<file path="config.mk">
export PLATFORM = sky130hd
export DESIGN_NAME = dpa_ctrl
export DESIGN_NICKNAME = d
export VERILOG_FILES = /design/src/rtl/dpa_pkg.sv /design/src/rtl/dpa_ctrl.sv
export SDC_FILE = /design/constraint.sdc
export NUM_CORES = 1
export LEC_CHECK = 0
export BUFFER_PORTS_ARGS = -buffer_cell sky130_fd_sc_hd__buf_2
export CORE_AREA = 2 2 41 43
export DETAILED_ROUTE_END_ITERATION = 6
export DIE_AREA = 0 0 43 45
export GPL_TIMING_DRIVEN = 1
export HOLD_SLACK_MARGIN = 0.15
export PLACE_DENSITY = 0.79
export SETUP_SLACK_MARGIN = 0.02
export SYNTH_ARGS = -nofsm -noshare
export SYNTH_HDL_FRONTEND = slang
export SYNTH_SLANG_ARGS = --single-unit
</file>
<file path="constraint.sdc">
create_clock -name i_clk -period 4.15 [get_ports i_clk]
set_clock_uncertainty 0.2 [all_clocks]
set_input_delay 0.6225 -clock i_clk [delete_from_list [all_inputs] [get_ports i_clk]]
set_output_delay 0.6225 -clock i_clk [all_outputs]
set_load 0.05 [all_outputs]
</file>
<file path="src/rtl/dpa_pkg.sv">
`default_nettype none

package dpa_pkg;

    localparam int DEF_TABLE_ENTRIES = 64;

    localparam int IDX_IN_W   = 6;
    localparam int COUNT_W    = 32;
    localparam int TIME_W     = 32;
    localparam int CFG_W      = 16;
    localparam int DEMAND_W   = 38;
    localparam int PRODUCT_W  = 44;
    localparam int HOUR_W     = 12;

    localparam logic [CFG_W-1:0]   CFG_RESET     = 16'd60;
    localparam logic [HOUR_W-1:0]  SECS_PER_HOUR = 12'd3600;
    localparam logic [COUNT_W-1:0] ROLL_LOW      = 32'h0000_FFFF;
    localparam logic [COUNT_W-1:0] ROLL_HIGH     = 32'hFFFF_FFFF;

    // one quotient bit per step
    localparam int DIV_STEPS = PRODUCT_W;
    localparam int DIV_CNT_W = $clog2(DIV_STEPS);

    typedef enum logic [1:0] {
        OUT_STORED    = 2'd0,
        OUT_TOO_SHORT = 2'd1,
        OUT_DEMAND    = 2'd2
    } t_outcome;

    typedef struct packed {
        logic [IDX_IN_W-1:0] point_index;
        logic [COUNT_W-1:0]  pulse_count;
        logic [TIME_W-1:0]   sample_time;
    } t_request;

    typedef struct packed {
        t_outcome            outcome;
        logic [DEMAND_W-1:0] demand_value;
    } t_result;

    typedef struct packed {
        logic                valid;
        logic [COUNT_W-1:0]  count;
        logic [TIME_W-1:0]   stamp;
    } t_entry;

    typedef struct packed {
        logic     clr;
        logic     load;
        logic     rd;
        logic     calc;
        logic     mul;
        logic     div;
        logic     store;
        logic     emit;
        t_outcome outcome;
    } t_cmd;

    typedef struct packed {
        logic hit;
        logic short_gap;
        logic clr_done;
    } t_status;

endpackage

`default_nettype wire

</file>
<file path="src/rtl/dpa_ctrl.sv">
`default_nettype none

module dpa_ctrl (
    input  wire                   i_clk,
    input  wire                   i_rst_n,
    input  wire                   start,
    output logic                  busy,
    input  wire dpa_pkg::t_status i_status,
    output dpa_pkg::t_cmd         o_cmd
);
    import dpa_pkg::*;

    typedef enum logic [6:0] {
        S_CLEAR = 7'b0000001,
        S_IDLE  = 7'b0000010,
        S_READ  = 7'b0000100,
        S_CHECK = 7'b0001000,
        S_MUL   = 7'b0010000,
        S_DIV   = 7'b0100000,
        S_DONE  = 7'b1000000
    } t_state;

    t_state               r_state, n_state;
    logic [DIV_CNT_W-1:0] r_cnt, n_cnt;

    always_ff @(posedge i_clk) begin
        if (!i_rst_n) begin
            r_state <= S_CLEAR;
            r_cnt   <= '0;
        end else begin
            r_state <= n_state;
            r_cnt   <= n_cnt;
        end
    end

    always_comb begin
        n_state = r_state;
        n_cnt   = r_cnt;
        o_cmd   = '0;
        o_cmd.outcome = OUT_STORED;
        unique case (r_state)
            S_CLEAR: begin
                o_cmd.clr = 1'b1;
                if (i_status.clr_done) n_state = S_IDLE;
            end
            S_IDLE: begin
                if (start) begin
                    o_cmd.load = 1'b1;
                    n_state    = S_READ;
                end
            end
            S_READ: begin
                o_cmd.rd = 1'b1;
                n_state  = S_CHECK;
            end
            S_CHECK: begin
                if (!i_status.hit) begin
                    o_cmd.store   = 1'b1;
                    o_cmd.emit    = 1'b1;
                    o_cmd.outcome = OUT_STORED;
                    n_state       = S_IDLE;
                end else if (i_status.short_gap) begin
                    o_cmd.emit    = 1'b1;
                    o_cmd.outcome = OUT_TOO_SHORT;
                    n_state       = S_IDLE;
                end else begin
                    o_cmd.calc  = 1'b1;
                    o_cmd.store = 1'b1;
                    n_state     = S_MUL;
                end
            end
            S_MUL: begin
                o_cmd.mul = 1'b1;
                n_cnt     = '0;
                n_state   = S_DIV;
            end
            S_DIV: begin
                o_cmd.div = 1'b1;
                n_cnt     = r_cnt + 1'b1;
                if (r_cnt == DIV_CNT_W'(DIV_STEPS - 1)) n_state = S_DONE;
            end
            S_DONE: begin
                o_cmd.emit    = 1'b1;
                o_cmd.outcome = OUT_DEMAND;
                n_state       = S_IDLE;
            end
            default: n_state = S_CLEAR;
        endcase
    end

    assign busy = (r_state != S_IDLE);

endmodule

`default_nettype wire

</file>
======== Word level (Yosys, flattened, before mapping) ========
Index checks and enable logic that the tools add are counted.
storage, ports and cells
  output and inout port bits .............. 11
  input bits .............................. 6
  register bits after elaboration ......... 13
  logic and storage cells ................. 37
cells by class
  equality and inequality tests ........... 12
  reductions and logical operators ........ 2
  mux-type cells .......................... 20
  $add $sub $neg .......................... 1
operators by type and width
  cell                 count
  $pmux 7 s7           1
  $mux 7               4
  $pmux 6 s2           1
  $mux 1               10
  $eq 7x1->1 const B   1
  $eq 7x2->1 const B   1
  $eq 7x3->1 const B   1
  $eq 7x4->1 const B   1
  $eq 7x5->1 const B   1
  $eq 7x6->1 const B   1
  $eq 7x7->1 const B   1
  $ne 7x2->1 const B   1
  $add 6x1->6 const B  1
  $eq 6x6->1 const B   1
  $ne 2x2->1 const B   3
  $pmux 3 s2           1
  $mux 5               1
  $mux 4               1
  $mux 3               1
  $reduce_and 3->1     1
  $reduce_bool 2->1    1

======== Longest topological paths before layout ========
Gate-level depths: netlist (run 1).
  word-level depth ........................ 3
  depth in mapped cells ................... 6
  gate-level depth less buffers ........... 5

======== Worst setup path after synthesis (run 1) ========
OpenSTA, ideal clock, no wires.
  path type ............................... input -> output
  from .................................... input port i_status[1] (netlist name)
  to ...................................... output port o_cmd[2] (netlist name)
  cell stages on the path ................. 3
  arrival time ............................ 3.395 ns
  required time ........................... 3.327 ns
  slack ................................... -0.068 ns
  path through ............................ nand2b_1 nand3b_1 a2111oi_0
RTL lines
  item             line           source
  start, declared  dpa_ctrl.sv:8  input wire dpa_pkg::t_status i_status,
  end, declared    dpa_ctrl.sv:9  output dpa_pkg::t_cmd o_cmd

==> results.toml, run 1 <==
[placed_design]
hpwl_mm = 1.25
portBuffers = 16
place_congestion = 0.764

[clocking]
cts.clk_slew.worst_paths_ns = 0.08
root_buffer = "clkbuf_4"
hold_buffers = 0
cts.path.max_buffers = 2
cts_sinks = 13
cts_max_level = 1
cts_setup_buffers = 0
cts_tree = "built"
clk_latency_ns = 0.28
cts_resized = 0
numCtsBuffers = 3

[critical_path]
reg2reg_to = "r_state[4]"
ff2ff_path_depth = 4
critPathTopFamily = "simple AND/OR/NAND/NOR gates"
crit_slowest_cell = "or4_4"
startpoint_type = "flop"
path_max_fanout = 8
crit_start = "r_state[5]"
crit_path_max_incr_delay_ns = 0.59
timing.rr.start = "r_state[5]"
path_class = "flop to output pin"
path_cells = "or4_4 > nor4b_4 > and2_1 > buf_2"
crit_end = "o_cmd[8]"
worst_ep_arrival_time_ns = 1.96
r2r_slack_ns = 2.20
required_ns = 3.33
endpoint_kind = "output pin"
cp.buffers_inverters = 1
crit_cells = 4

[yosys]
avgSynthCellArea_um2 = 8.57
ys_types = 35
ys.flop_type = "dfxtp_1"
async_flop_share_pct = 0
ys_seq_area_share_pct = 32.7
netlist_instances = 93
synth_top_area_cell = "dfxtp_1"
synthTopCellsByArea = "dfxtp_1 (33%), nand3_1 (4.4%), nand4b_1 (4.4%)"
synth_top_area_share_pct = 32.7
synth_commonest_cells = "dfxtp_1 (13), nand3_1 (7), nor3_1 (6)"
syn-cell-area_um2 = 797
synth_edf_count = 0
synthMostInstantiatedCell = "dfxtp_1"
synth-warning-count = 0
syn-num-nets = 100
ys_ff_latch = 13

[power]
p_total_uw = 330
ir_drop_mv = 0.214
p_per_area_nw_per_um2 = 368
p_leak_nw = 0.385

[grt]
grt_use_total_pct = 20.1
grt_pass1_wl_mm = 2.87
grt_max_degree = 15
grt_overflow_total = 0
grt_pass1_vias = 698
grt_antenna_before_repair = 0

[timing]
clock.fmax_mhz = 359
max_slew.worst_pin.slew_ns = 0.470
finalHoldViolCount = 0
grt_setup_unrepaired = "false"
min_period_ns = 2.79
setup_viol = 0
fin_crit_sh_pct = 67.1
fin_hold_ws_ns = 0.309
setup_tns_ns = 0
relSlewSlack_pct = 68.4
drv_slew = 0

[die]
core_region_area_um2 = 1470
initial_utilization_pct = 54.2
die_area_um2 = 1940
fp.dieW_um = 43
ios = 17
rows = 14
die_h_um = 45

[final_layout]
fillers = 132
seq_area_um2 = 260
antenna_cells = 0
multi_input_area_um2 = 498
area_growth_syn_to_layout_pct = 12.4
nNetsFinal = 116
drive_above_1_share_pct = 21.3

[detailed_routing]
ant_nets = 0
drt_iter0_drc = 18
vias = 759
wl_per_cell_um = 13.8
wl_mm = 1.71
drc = 0
routed_via_density = 6.12
firstDrtPassIters = 6

[worst_hold_path]
hold_start = "r_cnt[5]"
holdCritPathClass = "flop to flop"

[flow_run]
cap_violations = 0

[status]
outcome = "finished clean"
[metrics by stage]
step / setup WS, ns / util [%] / cells / instance area, um2
floorplan: 0.624 / - / 93 / 798
global placement: 1.61 / 59.1 / 120 / 870
detailed placement: 1.59 / 59.1 / 120 / 870
CTS: 1.37 / 60.9 / 124 / 896
global route: 1.26 / 60.9 / 124 / 896
finish: 1.36 / 60.9 / 124 / 896
[worst min-delay path by stage]
stage          cells past startpoint  endpoint  slack (ns)
6_report                           2  r_cnt[5]        0.31
5_1_grt                            2  r_cnt[5]        0.34
4_1_cts                            2  r_cnt[5]        0.32
3_5_place_dp                       2  r_cnt[5]        0.30
3_3_place_gp                       2  r_cnt[5]        0.29
2_1_floorplan                      2  r_cnt[5]        0.27
[layout by cell type (no fill, tap or decap), types with 2 or more instances in the layout]
cell type	n
xor2_1	2
nand2b_1	5
nand2_1	4
nand3b_1	2
nor3_1	6
inv_1	3
nor2_1	5
o211ai_1	2
nand3_1	7
dfxtp_1	13
and3_1	5
o21ai_0	2
nand4b_1	4
buf_2	16
or3_1	2
nor4_1	2
nor2b_1	2
and2_1	4
clkbuf_4	3
nand4_1	4
[power breakdown]
part | switching (mW) | internal, mW
Combinational | 0.0653 | 0.0355
Clock | 0.0422 | 0.0373
Sequential | 0.0167 | 0.133
Total | 0.124 | 0.206
[sequential cells by signal, summed over array words and instances, names as in the netlist]
name     cells
r_state      7
r_cnt        6
[tightest hold or removal path: stages, from the launching register on]
cell	delay (ns)
dfxtp_1	0.34
nand2_1	0.06
a31oi_1	0.07
[metal layers]
metal | part of all wire, % | global-route usage [%] | vias up
li1 | - | - | 377
met1 | 45 | 22.7 | 361
met2 | 48 | 34.8 | 15
met3 | 3.5 | 3.60 | 6
met4 | 2.5 | 13.3 | 0
met5 | 0 | 0 | -
[logic make-up (layout without fill, tap and decap cells)]
logic type	after synthesis	count (layout)	share of synthesized area [%]
AND/OR/NAND/NOR	55	55	42.9
AO/OA/AOI/OAI	13	13	14.4
flip-flops	13	13	32.7
buffers and inverters	8	23	5.02
XOR/XNOR	2	2	2.20
adder cells (fa/ha/maj)	1	1	1.57
multiplexers	1	1	1.26
[final cells by class]
type,count,area share (%)
multi-input combinational,72,55.6
sequential,13,29.1
timing repair buffer,16,8.94
clock buffer,4,2.93
tap,16,2.23
inverter,3,1.26
Power figures use the tool's default switching activity.
==> run 2, diff against run 1 <==
--- a/config.mk
+++ b/config.mk
@@ -5,13 +5,14 @@
 export SDC_FILE = /design/constraint.sdc
 export NUM_CORES = 1
 export LEC_CHECK = 0
+export ABC_AREA = 1
 export BUFFER_PORTS_ARGS = -buffer_cell sky130_fd_sc_hd__buf_2
-export CORE_AREA = 2 2 41 43
+export CORE_AREA = 2 2 44 46
 export DETAILED_ROUTE_END_ITERATION = 6
-export DIE_AREA = 0 0 43 45
+export DIE_AREA = 0 0 46 48
 export GPL_TIMING_DRIVEN = 1
 export HOLD_SLACK_MARGIN = 0.15
-export PLACE_DENSITY = 0.79
+export PLACE_DENSITY = 0.7
 export SETUP_SLACK_MARGIN = 0.02
 export SYNTH_ARGS = -nofsm -noshare
 export SYNTH_HDL_FRONTEND = slang
==> constraint.sdc (replaced) <==
create_clock -name i_clk -period 2.3 [get_ports i_clk]
set_clock_uncertainty 0.2 [all_clocks]
set_input_delay 0.345 -clock i_clk [delete_from_list [all_inputs] [get_ports i_clk]]
set_output_delay 0.345 -clock i_clk [all_outputs]
set_load 0.05 [all_outputs]
==> run 2 against run 1 <==
- cell area grew 0.98%
- synthesized area down 5.0%
- non-clock buffer count rose by 2
- sequential cell count unchanged
- clock-buffer cell count stayed put
- global-route usage shrank 3.6 points
- via count fell by 0.40%
- routed wire length down 7.5%
- largest cell class unchanged
==> results.toml, run 2 <==
[status]
outcome = "finished clean"

[clocking]
cts_tree = "built"
clk_latency_ns = 0.28
cts_max_level = 1
cts.clk_slew.worst_paths_ns = 0.08
numCtsBuffers = 3
cts_sinks = 13
cts.path.max_buffers = 2
root_buffer = "clkbuf_4"
cts_setup_buffers = 0

[final_layout]
reg_top3 = "r_state (7), r_cnt (6)"
most-common-layout-cells = "nand2_1 (27), nor2_1 (20), buf_2 (16), inv_1 (15), nand3_1 (14)"
fillers = 171
finalNonFillerCells = 156
finish.utilization_pct = 53.6
largest_register_ffs = 7
drive_above_1_share_pct = 22.3
seq_area_um2 = 260
area_growth_syn_to_layout_pct = 19.5
layout_commonest_cell = "nand2_1"
multi_input_area_um2 = 433
top_register = "r_state"
antenna_cells = 0
nNetsFinal = 147

[die]
die_area_um2 = 2210
ios = 17
fp.dieW_um = 46
core_region_area_um2 = 1690
initial_utilization_pct = 44.8
die_h_um = 48
rows = 15

[critical_path]
crit_path_max_incr_delay_ns = 0.36
critPathTopFamily = "buffers and inverters"
cp.buffers_inverters = 2
path_class = "flop to output pin"
path_cells = "nor2_4 > nand3_1 > nor2_1 > inv_1 > a21oi_1 > buf_2"
endpoint_kind = "output pin"
crit_slowest_cell = "dfxtp_1"
required_ns = 1.75
path_max_fanout = 5
worst_ep_arrival_time_ns = 1.50
startpoint_type = "flop"

[placed_design]
portBuffers = 16
placedCellCount = 150
place_congestion = 0.832
hpwl_mm = 1.25

[yosys]
ys_types = 19
syn-num-nets = 124
synthTopCellsByArea = "dfxtp_1 (34%), nand2_1 (13%), nor2_1 (9.9%)"
synth_adder_area_share_pct = 1.65
synthXorXnorAreaFrac_pct = 0
synthMostInstantiatedCell = "nand2_1"
async_flop_share_pct = 0
synth-warning-count = 0
syn-cell-area_um2 = 757
netlist_instances = 117
synth_compound_area_share_pct = 6.94
synth_top_area_share_pct = 34.4
synth_edf_count = 0
synth_commonest_cells = "nand2_1 (27), nor2_1 (20), inv_1 (15), nand3_1 (14), dfxtp_1 (13)"
ys_ff_latch = 13
avgSynthCellArea_um2 = 6.47
synth_top_family_by_area = "simple AND/OR/NAND/NOR gates"
yosys.area_share.simple_pct = 48.6
muxShareOfSynthArea_pct = 0
synth_top_area_cell = "dfxtp_1"
ys_seq_area_share_pct = 34.4
ys.flop_type = "dfxtp_1"

[detailed_routing]
routed_via_density = 4.85
drc = 0
ant_nets = 0
firstDrtPassIters = 4
highest_layer = "met4"
drt_iter0_drc = 6
wl_per_cell_um = 10.1
dr_wl_met3_um = 62
met1Wirelength_um = 697
vias = 756
wl_mm = 1.58
dr_wl_met2_um = 765

[grt]
grt_pass1_wl_mm = 2.45
grt_overflow_total = 0
grt_antenna_before_repair = 0
grt_use_total_pct = 16.5
grt_pass1_vias = 649
grt_max_degree = 11

[timing]
grt_setup_unrepaired = "false"
drv_slew = 0
finalHoldViolCount = 0
setup_tns_ns = 0
max_slew.worst_pin.slew_ns = 0.283
min_period_ns = 2.05
clock.fmax_mhz = 488
relSlewSlack_pct = 81.0
fin_crit_sh_pct = 89.1
setup_viol = 0

[power]
p_per_area_nw_per_um2 = 565
ir_drop_mv = 0.291
p_leak_nw = 0.462

[flow_run]
cap_violations = 0

[worst_hold_path]
holdCritPathClass = "input port to flop"
## run 2: cell types whose count changed after synthesis, sizes merged, moves of 5 or more
cell / change
a21oi: +6
nor2: +22
nand2b: -5
nand3: +8
nand2: +25
and3: -5
inv: +13
## run 2: worst min-delay path, cell delays in order
cell and delay (ns):
buf_2 0.11, nand2_1 0.11, nor3_1 0.06
## run 2: cell type report
cell class                 instances  area share (%)
multi-input combinational         87            47.9
inverter                          17            7.05
tap                               17            2.35
timing repair buffer              18            11.1
sequential                        13            28.8
clock buffer                       4            2.90
## run 2: what timing repair did
item / in CTS / in global routing
hold buffers: 2 / 0
resized for setup: 0 / 0
endpoints found under the hold margin: 2 / 0
## run 2: cell families after synthesis
kind of cell             count (synthesis)
buffers and inverters                   17
AO/OA/AOI/OAI                           10
flip-flops                              13
AND/OR/NAND/NOR                         76
adder cells (fa/ha/maj)                  1
## run 2: final timing paths
check	startpoint	end	slack, ns	cells past startpoint
worst min register to register	r_cnt[3]	r_cnt[3]	0.27	2
worst max-delay path	r_state[0]	o_cmd[3]	0.25	6
worst max register to register	r_state[0]	r_state[1]	0.91	7
worst min-delay path	i_status[2]	r_state[4]	0.20	3
## run 2: per-layer routing
metal	GRT usage, %	up-vias
li1	-	411
met1	15.4	323
met2	31.4	18
met3	2.26	4
met4	13.7	0
met5	0	-
## run 2: metrics by stage
stage          hold WS, ns  setup slack, ns  power [mW]  instance area [um2]
6_report             0.199            0.252       0.511                  905
5_1_grt              0.200           0.0872       0.540                  905
4_1_cts              0.190            0.234       0.517                  905
3_5_place_dp         0.260            0.544       0.372                  858
3_3_place_gp         0.255            0.554       0.370                  858
2_1_floorplan        0.245           0.0370       0.345                  757
## run 2: power by group
part           internal [mW]  switching, mW
clock                 0.0674         0.0762
sequential             0.233         0.0101
combinational         0.0388         0.0861
